File: config.mk
export PLATFORM = sky130hd
export DESIGN_NAME = color_keyed_rect_blit_unit
export DESIGN_NICKNAME = d
export VERILOG_FILES = /design/src/hw/rtl/ckrb_pkg.sv /design/src/hw/rtl/ckrb_start_chk.sv /design/src/hw/rtl/ckrb_walker.sv /design/src/hw/rtl/color_keyed_rect_blit_unit.sv
export SDC_FILE = /design/constraint.sdc
export NUM_CORES = 1
export LEC_CHECK = 0
export ABC_AREA = 0
export BUFFER_PORTS_ARGS = -buffer_cell sky130_fd_sc_hd__buf_4
export CAP_MARGIN = 20
export CORE_ASPECT_RATIO = 2
export CORE_MARGIN = 4
export CORE_UTILIZATION = 40
export DETAILED_ROUTE_END_ITERATION = 8
export GPL_TIMING_DRIVEN = 0
export HOLD_SLACK_MARGIN = 0.15
export PLACE_DENSITY = 0.57
export SLEW_MARGIN = 15
export SYNTH_ARGS = -nofsm -noshare
export SYNTH_HDL_FRONTEND = slang
export SYNTH_SLANG_ARGS = --single-unit
File: constraint.sdc
create_clock -name clk -period 5.3 [get_ports clk]
set_clock_uncertainty 0.1 [all_clocks]
set_input_delay 0.795 -clock clk [delete_from_list [all_inputs] [get_ports clk]]
set_output_delay 0.795 -clock clk [all_outputs]
set_load 0.05 [all_outputs]
File: src/hw/rtl/ckrb_pkg.sv
// shared widths, codes and beat structures of the colour-keyed rectangle blitter
package ckrb_pkg;

	localparam int unsigned DIM_W       = 13;
	localparam int unsigned PITCH_W     = 14;
	localparam int unsigned PIX_W       = 16;
	localparam int unsigned ADDR_W      = 26;
	localparam int unsigned IDX_W       = 3;
	localparam int unsigned CMP_W       = 17;
	localparam int unsigned MAX_DIM     = 4096;
	localparam int unsigned MAX_PITCH   = 16384;

	typedef enum logic [IDX_W-1:0] {
		REG_DST_WIDTH  = 3'd0,
		REG_DST_HEIGHT = 3'd1,
		REG_DST_PITCH  = 3'd2,
		REG_SRC_WIDTH  = 3'd3,
		REG_SRC_HEIGHT = 3'd4,
		REG_SRC_PITCH  = 3'd5
	} cfg_reg_t;

	typedef enum logic {
		CMD_START = 1'b0,
		CMD_PIXEL = 1'b1
	} cmd_t;

	typedef struct packed {
		logic [DIM_W-1:0]   dst_width;
		logic [DIM_W-1:0]   dst_height;
		logic [PITCH_W-1:0] dst_pitch;
		logic [DIM_W-1:0]   src_width;
		logic [DIM_W-1:0]   src_height;
		logic [PITCH_W-1:0] src_pitch;
	} cfg_t;

	typedef struct packed {
		cmd_t             cmd;
		logic [DIM_W-1:0] src_x;
		logic [DIM_W-1:0] src_y;
		logic [DIM_W-1:0] dst_x;
		logic [DIM_W-1:0] dst_y;
		logic [DIM_W-1:0] rect_width;
		logic [DIM_W-1:0] rect_height;
		logic             key_enable;
		logic [PIX_W-1:0] key_low;
		logic [PIX_W-1:0] key_high;
		logic [PIX_W-1:0] pixel;
	} item_t;

	typedef struct packed {
		cmd_t              kind;
		logic              accepted;
		logic              no_blit_error;
		logic              write_enable;
		logic [ADDR_W-1:0] dst_address;
		logic [PIX_W-1:0]  pixel_data;
		logic              last_pixel;
	} res_t;

endpackage

File: src/hw/rtl/ckrb_start_chk.sv
// start beat checks against the surfaces and first row base address
module ckrb_start_chk #(
	parameter int unsigned MAX_DIM   = ckrb_pkg::MAX_DIM,
	parameter int unsigned MAX_PITCH = ckrb_pkg::MAX_PITCH
) (
	input  ckrb_pkg::cfg_t                     cfg,
	input  ckrb_pkg::item_t                    item,
	output logic                               start_ok,
	output logic [ckrb_pkg::ADDR_W-1:0]        start_row_base
);

	localparam logic [ckrb_pkg::CMP_W-1:0] DIM_LIM   = ckrb_pkg::CMP_W'(MAX_DIM);
	localparam logic [ckrb_pkg::CMP_W-1:0] PITCH_LIM = ckrb_pkg::CMP_W'(MAX_PITCH);

	logic                                              oversize;
	logic                                              pitch_bad;
	logic                                              pos_bad;
	logic                                              fit_bad;
	logic [ckrb_pkg::DIM_W:0]                          dst_x_end;
	logic [ckrb_pkg::DIM_W:0]                          dst_y_end;
	logic [ckrb_pkg::DIM_W:0]                          src_x_end;
	logic [ckrb_pkg::DIM_W:0]                          src_y_end;
	logic [ckrb_pkg::DIM_W+ckrb_pkg::PITCH_W-1:0]      row_prod;

	assign oversize =
		(ckrb_pkg::CMP_W'(cfg.dst_width) > DIM_LIM) ||
		(ckrb_pkg::CMP_W'(cfg.dst_height) > DIM_LIM) ||
		(ckrb_pkg::CMP_W'(cfg.src_width) > DIM_LIM) ||
		(ckrb_pkg::CMP_W'(cfg.src_height) > DIM_LIM) ||
		(ckrb_pkg::CMP_W'(cfg.dst_pitch) >= PITCH_LIM) ||
		(ckrb_pkg::CMP_W'(cfg.src_pitch) >= PITCH_LIM);

	assign pitch_bad = (cfg.dst_pitch < {cfg.dst_width, 1'b0}) ||
		(cfg.src_pitch < {cfg.src_width, 1'b0});

	assign pos_bad = (item.dst_x > cfg.dst_width) || (item.dst_y > cfg.dst_height) ||
		(item.src_x > cfg.src_width) || (item.src_y > cfg.src_height);

	// position already known to lie inside, so end past the edge is the overflow test
	assign dst_x_end = {1'b0, item.dst_x} + {1'b0, item.rect_width};
	assign dst_y_end = {1'b0, item.dst_y} + {1'b0, item.rect_height};
	assign src_x_end = {1'b0, item.src_x} + {1'b0, item.rect_width};
	assign src_y_end = {1'b0, item.src_y} + {1'b0, item.rect_height};

	assign fit_bad = (dst_x_end > {1'b0, cfg.dst_width}) ||
		(dst_y_end > {1'b0, cfg.dst_height}) ||
		(src_x_end > {1'b0, cfg.src_width}) ||
		(src_y_end > {1'b0, cfg.src_height});

	assign start_ok = !oversize && (item.rect_width != '0) && (item.rect_height != '0) &&
		!pitch_bad && !pos_bad && !fit_bad;

	assign row_prod = (ckrb_pkg::DIM_W+ckrb_pkg::PITCH_W)'(item.dst_y) *
		(ckrb_pkg::DIM_W+ckrb_pkg::PITCH_W)'(cfg.dst_pitch);
	assign start_row_base = row_prod[ckrb_pkg::ADDR_W-1:0];

endmodule

File: src/hw/rtl/ckrb_walker.sv
// blit state: raster position, held rectangle and key, per-beat result
module ckrb_walker (
	input  logic                               clk,
	input  logic                               arst_n,
	input  logic                               advance,
	input  ckrb_pkg::cfg_t                     cfg,
	input  ckrb_pkg::item_t                    item,
	input  logic                               start_ok,
	input  logic [ckrb_pkg::ADDR_W-1:0]        start_row_base,
	output ckrb_pkg::res_t                     res,
	output logic                               active
);

	logic                          active_q;
	logic [ckrb_pkg::DIM_W-1:0]    col_q;
	logic [ckrb_pkg::DIM_W-1:0]    row_q;
	logic [ckrb_pkg::ADDR_W-1:0]   row_base_q;
	logic [ckrb_pkg::DIM_W-1:0]    dst_x_q;
	logic [ckrb_pkg::DIM_W-1:0]    width_q;
	logic [ckrb_pkg::DIM_W-1:0]    height_q;
	logic                          key_on_q;
	logic [ckrb_pkg::PIX_W-1:0]    key_low_q;
	logic [ckrb_pkg::PIX_W-1:0]    key_high_q;

	logic [ckrb_pkg::DIM_W:0]      col_inc;
	logic [ckrb_pkg::DIM_W:0]      row_inc;
	logic [ckrb_pkg::DIM_W:0]      col_addr;
	logic [ckrb_pkg::ADDR_W-1:0]   pix_addr;
	logic                          last;
	logic                          keyed;
	logic                          wrap;

	assign col_inc  = {1'b0, col_q} + 1'b1;
	assign row_inc  = {1'b0, row_q} + 1'b1;
	assign last     = (col_inc >= {1'b0, width_q}) && (row_inc >= {1'b0, height_q});
	assign wrap     = col_inc[ckrb_pkg::DIM_W-1:0] >= width_q;
	assign col_addr = {1'b0, dst_x_q} + {1'b0, col_q};
	assign pix_addr = row_base_q + ckrb_pkg::ADDR_W'({col_addr, 1'b0});
	assign keyed    = key_on_q && (key_low_q <= key_high_q) &&
		(item.pixel >= key_low_q) && (item.pixel <= key_high_q);
	assign active   = active_q;

	always_comb begin
		res = '0;
		unique case (item.cmd)
			ckrb_pkg::CMD_START: begin
				res.kind     = ckrb_pkg::CMD_START;
				res.accepted = start_ok;
			end
			ckrb_pkg::CMD_PIXEL: begin
				res.kind = ckrb_pkg::CMD_PIXEL;
				if (!active_q) begin
					res.no_blit_error = 1'b1;
				end else begin
					res.write_enable = !keyed;
					res.dst_address  = pix_addr;
					res.pixel_data   = item.pixel;
					res.last_pixel   = last;
				end
			end
			default: res = '0;
		endcase
	end

	always_ff @(posedge clk or negedge arst_n) begin
		if (!arst_n) begin
			active_q   <= 1'b0;
			col_q      <= '0;
			row_q      <= '0;
			row_base_q <= '0;
			dst_x_q    <= '0;
			width_q    <= '0;
			height_q   <= '0;
			key_on_q   <= 1'b0;
			key_low_q  <= '0;
			key_high_q <= '0;
		end else if (advance) begin
			if (item.cmd == ckrb_pkg::CMD_START) begin
				active_q <= start_ok;
				if (start_ok) begin
					col_q      <= '0;
					row_q      <= '0;
					row_base_q <= start_row_base;
					dst_x_q    <= item.dst_x;
					width_q    <= item.rect_width;
					height_q   <= item.rect_height;
					key_on_q   <= item.key_enable;
					key_low_q  <= item.key_low;
					key_high_q <= item.key_high;
				end
			end else if (active_q) begin
				if (wrap) begin
					col_q      <= '0;
					row_q      <= row_inc[ckrb_pkg::DIM_W-1:0];
					row_base_q <= row_base_q + ckrb_pkg::ADDR_W'(cfg.dst_pitch);
				end else begin
					col_q <= col_inc[ckrb_pkg::DIM_W-1:0];
				end
				if (last) begin
					active_q <= 1'b0;
				end
			end
		end
	end

endmodule

File: src/hw/rtl/color_keyed_rect_blit_unit.sv
// top level: configuration registers, input stage, result register
// a taken beat is registered in the input stage, then its result in the result register
// throughput: one beat per cycle while result_stall is low, set by the walker stage
// a waiting result holds the input stage; a new beat enters only when that stage is empty or moving on
// reset: asynchronous, clears configuration, blit state and both stage valids
module color_keyed_rect_blit_unit #(
	parameter int unsigned MAX_DIM   = ckrb_pkg::MAX_DIM,
	parameter int unsigned MAX_PITCH = ckrb_pkg::MAX_PITCH
) (
	input  logic                              clk,
	input  logic                              arst_n,
	input  logic                              cfg_valid,
	output logic                              cfg_ready,
	input  logic [ckrb_pkg::IDX_W-1:0]        cfg_index,
	input  logic [ckrb_pkg::PITCH_W-1:0]      cfg_data,
	input  logic                              item_valid,
	output logic                              item_stall,
	input  logic                              cmd,
	input  logic [ckrb_pkg::DIM_W-1:0]        src_x,
	input  logic [ckrb_pkg::DIM_W-1:0]        src_y,
	input  logic [ckrb_pkg::DIM_W-1:0]        dst_x,
	input  logic [ckrb_pkg::DIM_W-1:0]        dst_y,
	input  logic [ckrb_pkg::DIM_W-1:0]        rect_width,
	input  logic [ckrb_pkg::DIM_W-1:0]        rect_height,
	input  logic                              key_enable,
	input  logic [ckrb_pkg::PIX_W-1:0]        key_low,
	input  logic [ckrb_pkg::PIX_W-1:0]        key_high,
	input  logic [ckrb_pkg::PIX_W-1:0]        pixel,
	output logic                              result_valid,
	input  logic                              result_stall,
	output logic                              kind,
	output logic                              accepted,
	output logic                              no_blit_error,
	output logic                              write_enable,
	output logic [ckrb_pkg::ADDR_W-1:0]       dst_address,
	output logic [ckrb_pkg::PIX_W-1:0]        pixel_data,
	output logic                              last_pixel
);

	ckrb_pkg::cfg_t                  cfg_q;
	ckrb_pkg::item_t                 item_s1;
	logic                            valid_s1;
	ckrb_pkg::res_t                  res_s2;
	logic                            valid_s2;
	ckrb_pkg::res_t                  res_next;
	logic                            advance;
	logic                            take;
	logic                            start_ok;
	logic [ckrb_pkg::ADDR_W-1:0]     start_row_base;
	logic                            active;

	assign cfg_ready = 1'b1;

	always_ff @(posedge clk or negedge arst_n) begin
		if (!arst_n) begin
			cfg_q <= '0;
		end else if (cfg_valid && cfg_ready) begin
			unique case (cfg_index)
				ckrb_pkg::REG_DST_WIDTH:  cfg_q.dst_width  <= cfg_data[ckrb_pkg::DIM_W-1:0];
				ckrb_pkg::REG_DST_HEIGHT: cfg_q.dst_height <= cfg_data[ckrb_pkg::DIM_W-1:0];
				ckrb_pkg::REG_DST_PITCH:  cfg_q.dst_pitch  <= cfg_data;
				ckrb_pkg::REG_SRC_WIDTH:  cfg_q.src_width  <= cfg_data[ckrb_pkg::DIM_W-1:0];
				ckrb_pkg::REG_SRC_HEIGHT: cfg_q.src_height <= cfg_data[ckrb_pkg::DIM_W-1:0];
				ckrb_pkg::REG_SRC_PITCH:  cfg_q.src_pitch  <= cfg_data;
				default: cfg_q <= cfg_q;
			endcase
		end
	end

	// input stage moves on whenever the result register is empty or being drained
	assign advance    = valid_s1 && (!valid_s2 || !result_stall);
	assign item_stall = valid_s1 && !advance;
	assign take       = item_valid && !item_stall;

	always_ff @(posedge clk or negedge arst_n) begin
		if (!arst_n) begin
			valid_s1 <= 1'b0;
		end else if (take) begin
			valid_s1 <= 1'b1;
		end else if (advance) begin
			valid_s1 <= 1'b0;
		end
	end

	always_ff @(posedge clk) begin
		if (take) begin
			item_s1 <= '{
				cmd:         ckrb_pkg::cmd_t'(cmd),
				src_x:       src_x,
				src_y:       src_y,
				dst_x:       dst_x,
				dst_y:       dst_y,
				rect_width:  rect_width,
				rect_height: rect_height,
				key_enable:  key_enable,
				key_low:     key_low,
				key_high:    key_high,
				pixel:       pixel
			};
		end
	end

	ckrb_start_chk #(
		.MAX_DIM   (MAX_DIM),
		.MAX_PITCH (MAX_PITCH)
	) u_chk (
		.cfg            (cfg_q),
		.item           (item_s1),
		.start_ok       (start_ok),
		.start_row_base (start_row_base)
	);

	ckrb_walker u_walk (
		.clk            (clk),
		.arst_n         (arst_n),
		.advance        (advance),
		.cfg            (cfg_q),
		.item           (item_s1),
		.start_ok       (start_ok),
		.start_row_base (start_row_base),
		.res            (res_next),
		.active         (active)
	);

	always_ff @(posedge clk or negedge arst_n) begin
		if (!arst_n) begin
			valid_s2 <= 1'b0;
		end else if (advance) begin
			valid_s2 <= 1'b1;
		end else if (!result_stall) begin
			valid_s2 <= 1'b0;
		end
	end

	always_ff @(posedge clk) begin
		if (advance) begin
			res_s2 <= res_next;
		end
	end

	assign result_valid  = valid_s2;
	assign kind          = res_s2.kind;
	assign accepted      = res_s2.accepted;
	assign no_blit_error = res_s2.no_blit_error;
	assign write_enable  = res_s2.write_enable;
	assign dst_address   = res_s2.dst_address;
	assign pixel_data    = res_s2.pixel_data;
	assign last_pixel    = res_s2.last_pixel;

	a_last_ends_blit: assert property (@(posedge clk) disable iff (!arst_n)
		advance && (item_s1.cmd == ckrb_pkg::CMD_PIXEL) && active && res_next.last_pixel
		|=> !active)
		else $error("blit still running after its final pixel");

	a_start_sets_active: assert property (@(posedge clk) disable iff (!arst_n)
		advance && (item_s1.cmd == ckrb_pkg::CMD_START)
		|=> (active == $past(start_ok)) && result_valid && (kind == ckrb_pkg::CMD_START))
		else $error("start beat did not set blit state and answer");

	a_error_no_write: assert property (@(posedge clk) disable iff (!arst_n)
		result_valid && no_blit_error |-> !write_enable && !accepted && (dst_address == '0))
		else $error("pixel without blit carries a write");

	a_stall_only_when_full: assert property (@(posedge clk) disable iff (!arst_n)
		item_stall |-> valid_s1 && valid_s2 && result_stall)
		else $error("input stalled with room downstream");

endmodule

* Word level (Yosys, flattened, before mapping)
Index checks and enable logic that the tools add are counted.
** Word-level totals
- Register bits :: 382
- Bits of input ports :: 150
- Logic and storage cells :: 142
- Output and inout bits :: 50
** Cells by class
- Equality and inequality tests :: 8
- Magnitude comparators :: 20
- Reductions and logical operators :: 47
- Bitwise operators :: 1
- Multiplexer cells :: 20
- Add/subtract/negate cells :: 9
- Multipliers :: 1
** Operator list (number)
- $mux W26 :: 4
- $mux W13 :: 7
- $add A13 B13 Y14 :: 5
- $gt A14 B13 Y1 :: 4
- $gt A13 B13 Y1 :: 4
- $gt A13 B13 Y1 const B :: 4
- $le A16 B16 Y1 :: 2
- $add A13 B1 Y14 const B :: 2
- $ge A14 B13 Y1 :: 2
- $lt A14 B14 Y1 :: 2
- $add A26 B14 Y26 :: 1
- $add A26 B15 Y26 :: 1
- $mul A13 B14 Y26 :: 1
- $reduce_bool A13 Y1 :: 2
- $ge A16 B16 Y1 :: 1
- $reduce_and A2 Y1 :: 7
- $ge A13 B13 Y1 :: 1
- $logic_and A1 B1 Y1 :: 12
- $logic_or A1 B1 Y1 :: 11
- $logic_not A1 Y1 :: 9
- $mux W1 :: 8
- $eq A3 B2 Y1 const B :: 2
- $eq A3 B3 Y1 const B :: 2
- $ne A2 B1 Y1 const B :: 3
- other kinds (7) :: 9

* Logic depth before layout (Yosys ltp)
- Depth after elaboration :: 12
- Depth in mapped cells :: 27
- Gate-level depth less buffers :: 24

* Hierarchy
A second synthesis with hierarchy kept.
** Unflattened totals
- Cells, all modules :: 2881
- Area total of the unflattened synthesis :: 29040.4 sq um
** Modules (own cells, without submodules)
- ckrb_start_chk :: seq. area each 0.0 sq um, cells each 1355, instances 1, area an instance 10999.3 sq um
- ckrb_walker :: seq. area each 3128.0 sq um, cells each 1168, instances 1, area an instance 9660.5 sq um
- color_keyed_rect_blit_unit :: seq. area each 7307.0 sq um, cells each 358, instances 1, area an instance 8380.5 sq um

* Least setup slack after synthesis
OpenSTA, ideal clock, no wires.
- Path type :: flip-flop to flip-flop
- Start point :: reg item_s1[78] in the netlist's numbering
- End point :: reg u_walk.row_base_q[22] in the netlist's numbering
- Library setup time :: 0.121 ns
- Path buffers :: 1
- Data arrival time :: 5.634 ns
- Required time :: 5.079 ns
- Stages on the path, launching flop included :: 23
- Path slack :: -0.555 ns
- Period minus slack after synthesis :: 5.855 ns
- Cells stage by stage :: edfxtp_1 -> clkbuf_1 -> and2_1 -> fa_1 -> inv_1 -> fa_1 -> inv_1 -> fa_1 -> fa_1 -> inv_1 -> fa_1 -> inv_1 -> ha_1 -> o21a_1 -> nor2_1 -> a211oi_1 -> nor4_1 -> nor2_1 -> o41ai_1 -> nor2_1 -> a2111oi_0 -> o32ai_1 -> a22o_1
** Between the ends
- Cells in the longest elaborated chain, start to end :: 9
- Elaborated cells between the ends (all ways) :: 18
- Classes of those cells :: add/sub: 1; mul: 1; order compare: 2; mux: 2; reduce/logical: 12
** RTL lines
- start: declaration :: line color_keyed_rect_blit_unit.sv:41 : ckrb_pkg::item_t item_s1;
- start signal: assignment :: line color_keyed_rect_blit_unit.sv:87 : item_s1 <= '{
- $add A13 B13 Y14 / $gt A13 B13 Y1 (equally long branches) :: line ckrb_start_chk.sv:41, ckrb_start_chk.sv:36
- $gt A14 B13 Y1 / $logic_or A1 B1 Y1 (equally long branches) :: line ckrb_start_chk.sv:46, ckrb_start_chk.sv:36
- $logic_or A1 B1 Y1 (on tied branches) :: line ckrb_start_chk.sv:45, ckrb_start_chk.sv:36
- $logic_or A1 B1 Y1 (on tied branches) :: line ckrb_start_chk.sv:46, ckrb_start_chk.sv:37
- $logic_or A1 B1 Y1 / $logic_not A1 Y1 (equally long branches) :: line ckrb_start_chk.sv:47, ckrb_start_chk.sv:51
- $logic_not A1 Y1 / $logic_and A1 B1 Y1 (equally long branches) :: line ckrb_start_chk.sv:51 : !pitch_bad && !pos_bad && !fit_bad;
- $logic_and A1 B1 Y1 :: line ckrb_start_chk.sv:51
- $reduce_bool A2 Y1 (no source line)
- $reduce_and A4 Y1 (no source line)
- end signal: assignment :: line ckrb_walker.sv:83 : row_base_q <= start_row_base;
- end signal: assignment :: line ckrb_walker.sv:95 : row_base_q <= row_base_q + ckrb_pkg::ADDR_W'(cfg.dst_pitch);
- end: declaration :: line ckrb_walker.sv:17 : logic [ckrb_pkg::ADDR_W-1:0] row_base_q;
Parallel ways exist; a longest one is shown, timed or not. The select of a mux whose other input is x is not followed.
A chain may end at the register's enable or synchronous reset.

* Worst setup path after layout
- Start point :: reg cfg_q[48] in the netlist's numbering
- End point :: reg u_walk.row_base_q[25] in the netlist's numbering
** Between the ends
- Cells in the longest elaborated chain, start to end :: 8
- Elaborated cells between the ends (all ways) :: 14
- Classes of those cells :: add/sub: 1; mul: 1; order compare: 1; mux: 4; reduce/logical: 7
** RTL lines
- start: declaration :: line color_keyed_rect_blit_unit.sv:40 : ckrb_pkg::cfg_t cfg_q;
- start signal: assignment :: line color_keyed_rect_blit_unit.sv:65 : default: cfg_q <= cfg_q;
- branches (longest 8 deep; another with $mul A13 B14 Y26)
Parallel ways; which one is timed is not known. The select of a mux whose other input is x is not followed.

==> impl_metrics.py <==
metrics = {
    "die": {
        "start_util": 0.404,
        "die_h_um": 387,
        "core-area_mm2": 0.0710,
        "pin_count": 200,
        "fp.dieW_um": 197,
        "rows": 138,
        "dieArea_mm2": 0.0763,
    },
    "timing": {
        "setup_violations": 124,
        "holdWs_ns": 0.288,
        "finalCritPeriodShare": 1.15,
        "fin_tns_setup_ns": -45.51,
        "slew_viol_final": 0,
        "rsz0062_at_grt": "true",
        "slew_headroom": 0.318,
        "tightest_slew_ns": 1.01,
        "finalCriticalPeriod_ns": 6.10,
        "clock.fmax_ghz": 0.164,
        "fin_ws_ns": -0.805,
        "hold_viol": 0,
    },
    "synthesis": {
        "async_reset_ff_frac": 0.541,
        "synth_cell_type_count": 80,
        "netlist_instances": 2895,
        "synth_top_cells_by_area": "edfxtp_1, dfrtp_1, ha_1",
        "synth_most_common_cell": "ha_1",
        "synth_common_cells": "ha_1, inv_1, nand2_1",
        "synth_top_area_cell": "edfxtp_1",
        "synth_area_mm2": 0.0287,
        "synth_nets": 3549,
        "yosys_warnings": 0,
        "synth_edf_count": 175,
        "ys_seq_elements": 381,
        "ys.flop_type": "dfrtp_1",
        "synth_area_per_cell_um2": 9.91,
        "yosysSeqAreaShare": 0.363,
        "synth_top_cell_area_share": 0.183,
    },
    "grt": {
        "antenna_found_initial": 0,
        "grt_use_total": 0.252,
        "grt_max_degree": 93,
        "grt_pass1_wl_um": 147000,
        "grt_pass1_vias": 25100,
        "overflow": 0,
    },
    "setup_path": {
        "crit_fanout": 4,
        "cp_cell_sequence": "buf_6 -> and2_4 -> fa_1 -> inv_1 -> fa_1 -> inv_1 -> fa_1 -> fa_1 -> inv_1 -> fa_1 -> inv_2 -> ha_4 -> nand2_2 -> or3_4 -> a211o_1 -> a21oi_2 -> o21ai_2 -> nand2b_1 -> a21oi_4 -> or4_4 -> nand4_1 -> o211ai_1",
        "cpPeakStageDelay_ns": 0.55,
        "worst_ep_required_time_ns": 5.62,
        "worstSetupEndpointType": "flop",
        "crit_arrival_ns": 6.43,
        "critPathLaunchType": "flop",
        "cpMaxStageDelayCell": "fa_1",
        "cp_common_cell": "fa_1",
        "critical_path_class": "reg -> reg",
    },
    "status": {
        "violations": "negative setup slack",
        "outcome": "complete, but fails checks",
    },
    "final_layout": {
        "n_antenna_cell": 0,
        "final_layout_size_suffix_gt1_frac": 0.242,
        "fill_cells": 6426,
        "nets": 3935,
        "fin_util": 0.508,
        "layout-area-overhead-vs-synth_pct": 25.8,
    },
    "clock_network": {
        "cts_tree": "done",
        "cts_max_path_buffers": 3,
        "cts_sinks": 381,
        "cts_buffers": 39,
        "clk-insertion-delay-late_ns": 0.58,
        "htree_levels": 2,
        "clock-root-buffer": "clkbuf_16",
        "clk_transition_reported_paths_ns": 0.07,
    },
    "power_and_ir_drop": {
        "vdd_ir_drop_max_v": 0.000740,
        "finalPower_mw": 19.8,
        "leakagePower_nw": 16.8,
        "power.density_mw_per_mm2": 549,
    },
    "route": {
        "via_per_inst": 5.45,
        "vias": 23000,
        "wl_per_cell_um": 23.0,
        "first_iter_violations": 1084,
        "dr.pass1.iters": 4,
        "wirelength_um": 97200,
        "antenna_left": 0,
        "drcViolationCount": 0,
    },
    "placed_design": {
        "hpwl_um": 73200,
        "io_buffers": 198,
        "place_congestion": 0.920,
    },
    "flow_run": {
        "cap_violations": 0,
    },
    "min_path": {
        "min_path_type": "in -> reg",
    },
}
==> report_power, final <==
group	switching [mW]	total [mW]	internal, mW
Combinational	7.22	13.4	6.14
Clock	1.30	2.87	1.57
Sequential	0.253	3.59	3.34
Total	8.78	19.8	11.0
==> repair_timing <==
action,CTS,global route
setup buffers,115,30
pin swaps,90,73
resized for setup,388,183
endpoints found under the setup margin,126,131
endpoints found under the hold margin,58,0
gates cloned,13,0
hold buffers,1,0
==> sequential cells by signal, indices dropped and copies added, names as in the netlist <==
name,count
result_valid,1
u_walk.width_q,13
no_blit_error,1
u_walk.key_high_q,16
u_walk.col_q,13
write_enable,1
valid_s1,1
u_walk.key_low_q,16
pixel_data,16
item_s1,128
dst_address,26
last_pixel,1
u_walk.active,1
accepted,1
u_walk.dst_x_q,13
u_walk.key_on_q,1
u_walk.height_q,13
cfg_q,79
u_walk.row_base_q,26
u_walk.row_q,13
kind,1
==> cells in the final DEF, fill, tap and decap left out, drive strengths merged, types with 109 or more instances in the layout <==
| master | synthesis | layout |
|---|---|---|
| buf | 16 | 368 |
| ha | 366 | 366 |
| inv | 354 | 357 |
| nand2 | 329 | 329 |
| dfrtp | 206 | 206 |
| o21ai | 200 | 200 |
| edfxtp | 175 | 175 |
| fa | 138 | 138 |
| a21oi | 124 | 124 |
| nor2 | 122 | 122 |
| clkbuf | 68 | 109 |
==> final timing paths <==
kind | from | end | slack [ns] | cells after the start
max in group asynchronous | arst_n | u_walk.row_base_q[13]$_DFFE_PN0P_ | 3.22 | 4
min in group asynchronous | arst_n | cfg_q[9]$_DFFE_PN0P_ | 0.64 | 2
worst max register to register | cfg_q[48]$_DFFE_PN0P_ | u_walk.row_base_q[25]$_DFFE_PN0P_ | -0.80 | 22
worst min-delay path | key_enable | item_s1[48]$_DFFE_PP_ | 0.29 | 1
worst min register to register | item_s1[34]$_DFFE_PP_ | u_walk.key_low_q[2]$_DFFE_PN0P_ | 0.37 | 2
worst max-delay path | cfg_q[48]$_DFFE_PN0P_ | u_walk.row_base_q[25]$_DFFE_PN0P_ | -0.80 | 22
==> area by class of cell <==
type | instances | area [um^2] | share of cell area
multi-input combinational | 2076 | 17900 | 0.496
sequential | 381 | 10400 | 0.289
timing repair buffer | 350 | 3130 | 0.0867
inverter | 354 | 1330 | 0.0368
tap | 910 | 1140 | 0.0316
clock buffer | 49 | 1080 | 0.0299
buffer | 79 | 872 | 0.0242
clock inverter | 23 | 218 | 0.00603
==> routing by layer <==
layer  wire length (um)  global-route usage  share of wire  vias up
met2              52100               0.475           0.54      564
met1              33600               0.256           0.35    11400
li1                   -                   -              -    10800
met3               3250              0.0281          0.033      280
met4               8270               0.164          0.085        0
met5                  0                   0              0        -
==> stage by stage <==
step           setup WS, ns  instance area, um^2  cells
6_report             -0.805                36100   4222
5_1_grt              -0.962                36100   4222
4_1_cts              -0.743                35400   4208
3_5_place_dp          -1.67                31700   4009
3_3_place_gp          -1.58                31600   4003
2_1_floorplan        -0.285                29000   2895
==> logic make-up (layout without fill, tap and decap cells) <==
group / after synthesis / count (layout) / synth area share
other: 1 / 1 / 0.000131
AO/OA/AOI/OAI: 560 / 560 / 0.121
AND/OR/NAND/NOR: 838 / 838 / 0.143
flip-flops: 381 / 381 / 0.363
XOR/XNOR: 111 / 111 / 0.0339
multiplexers: 62 / 62 / 0.0243
buffers and inverters: 438 / 855 / 0.0589
adder cells (fa/ha/maj): 504 / 504 / 0.256
==> worst max-delay path, delay by kind of cell (launching register included) <==
kind | cells | cell delay, ns
AO/OA/AOI/OAI | 5 | 0.80
adder cells (fa/ha/maj) | 6 | 2.82
buffers and inverters | 5 | 0.42
flip-flops | 1 | 0.53
AND/OR/NAND/NOR | 6 | 1.27
Power figures use the tool's default switching activity.
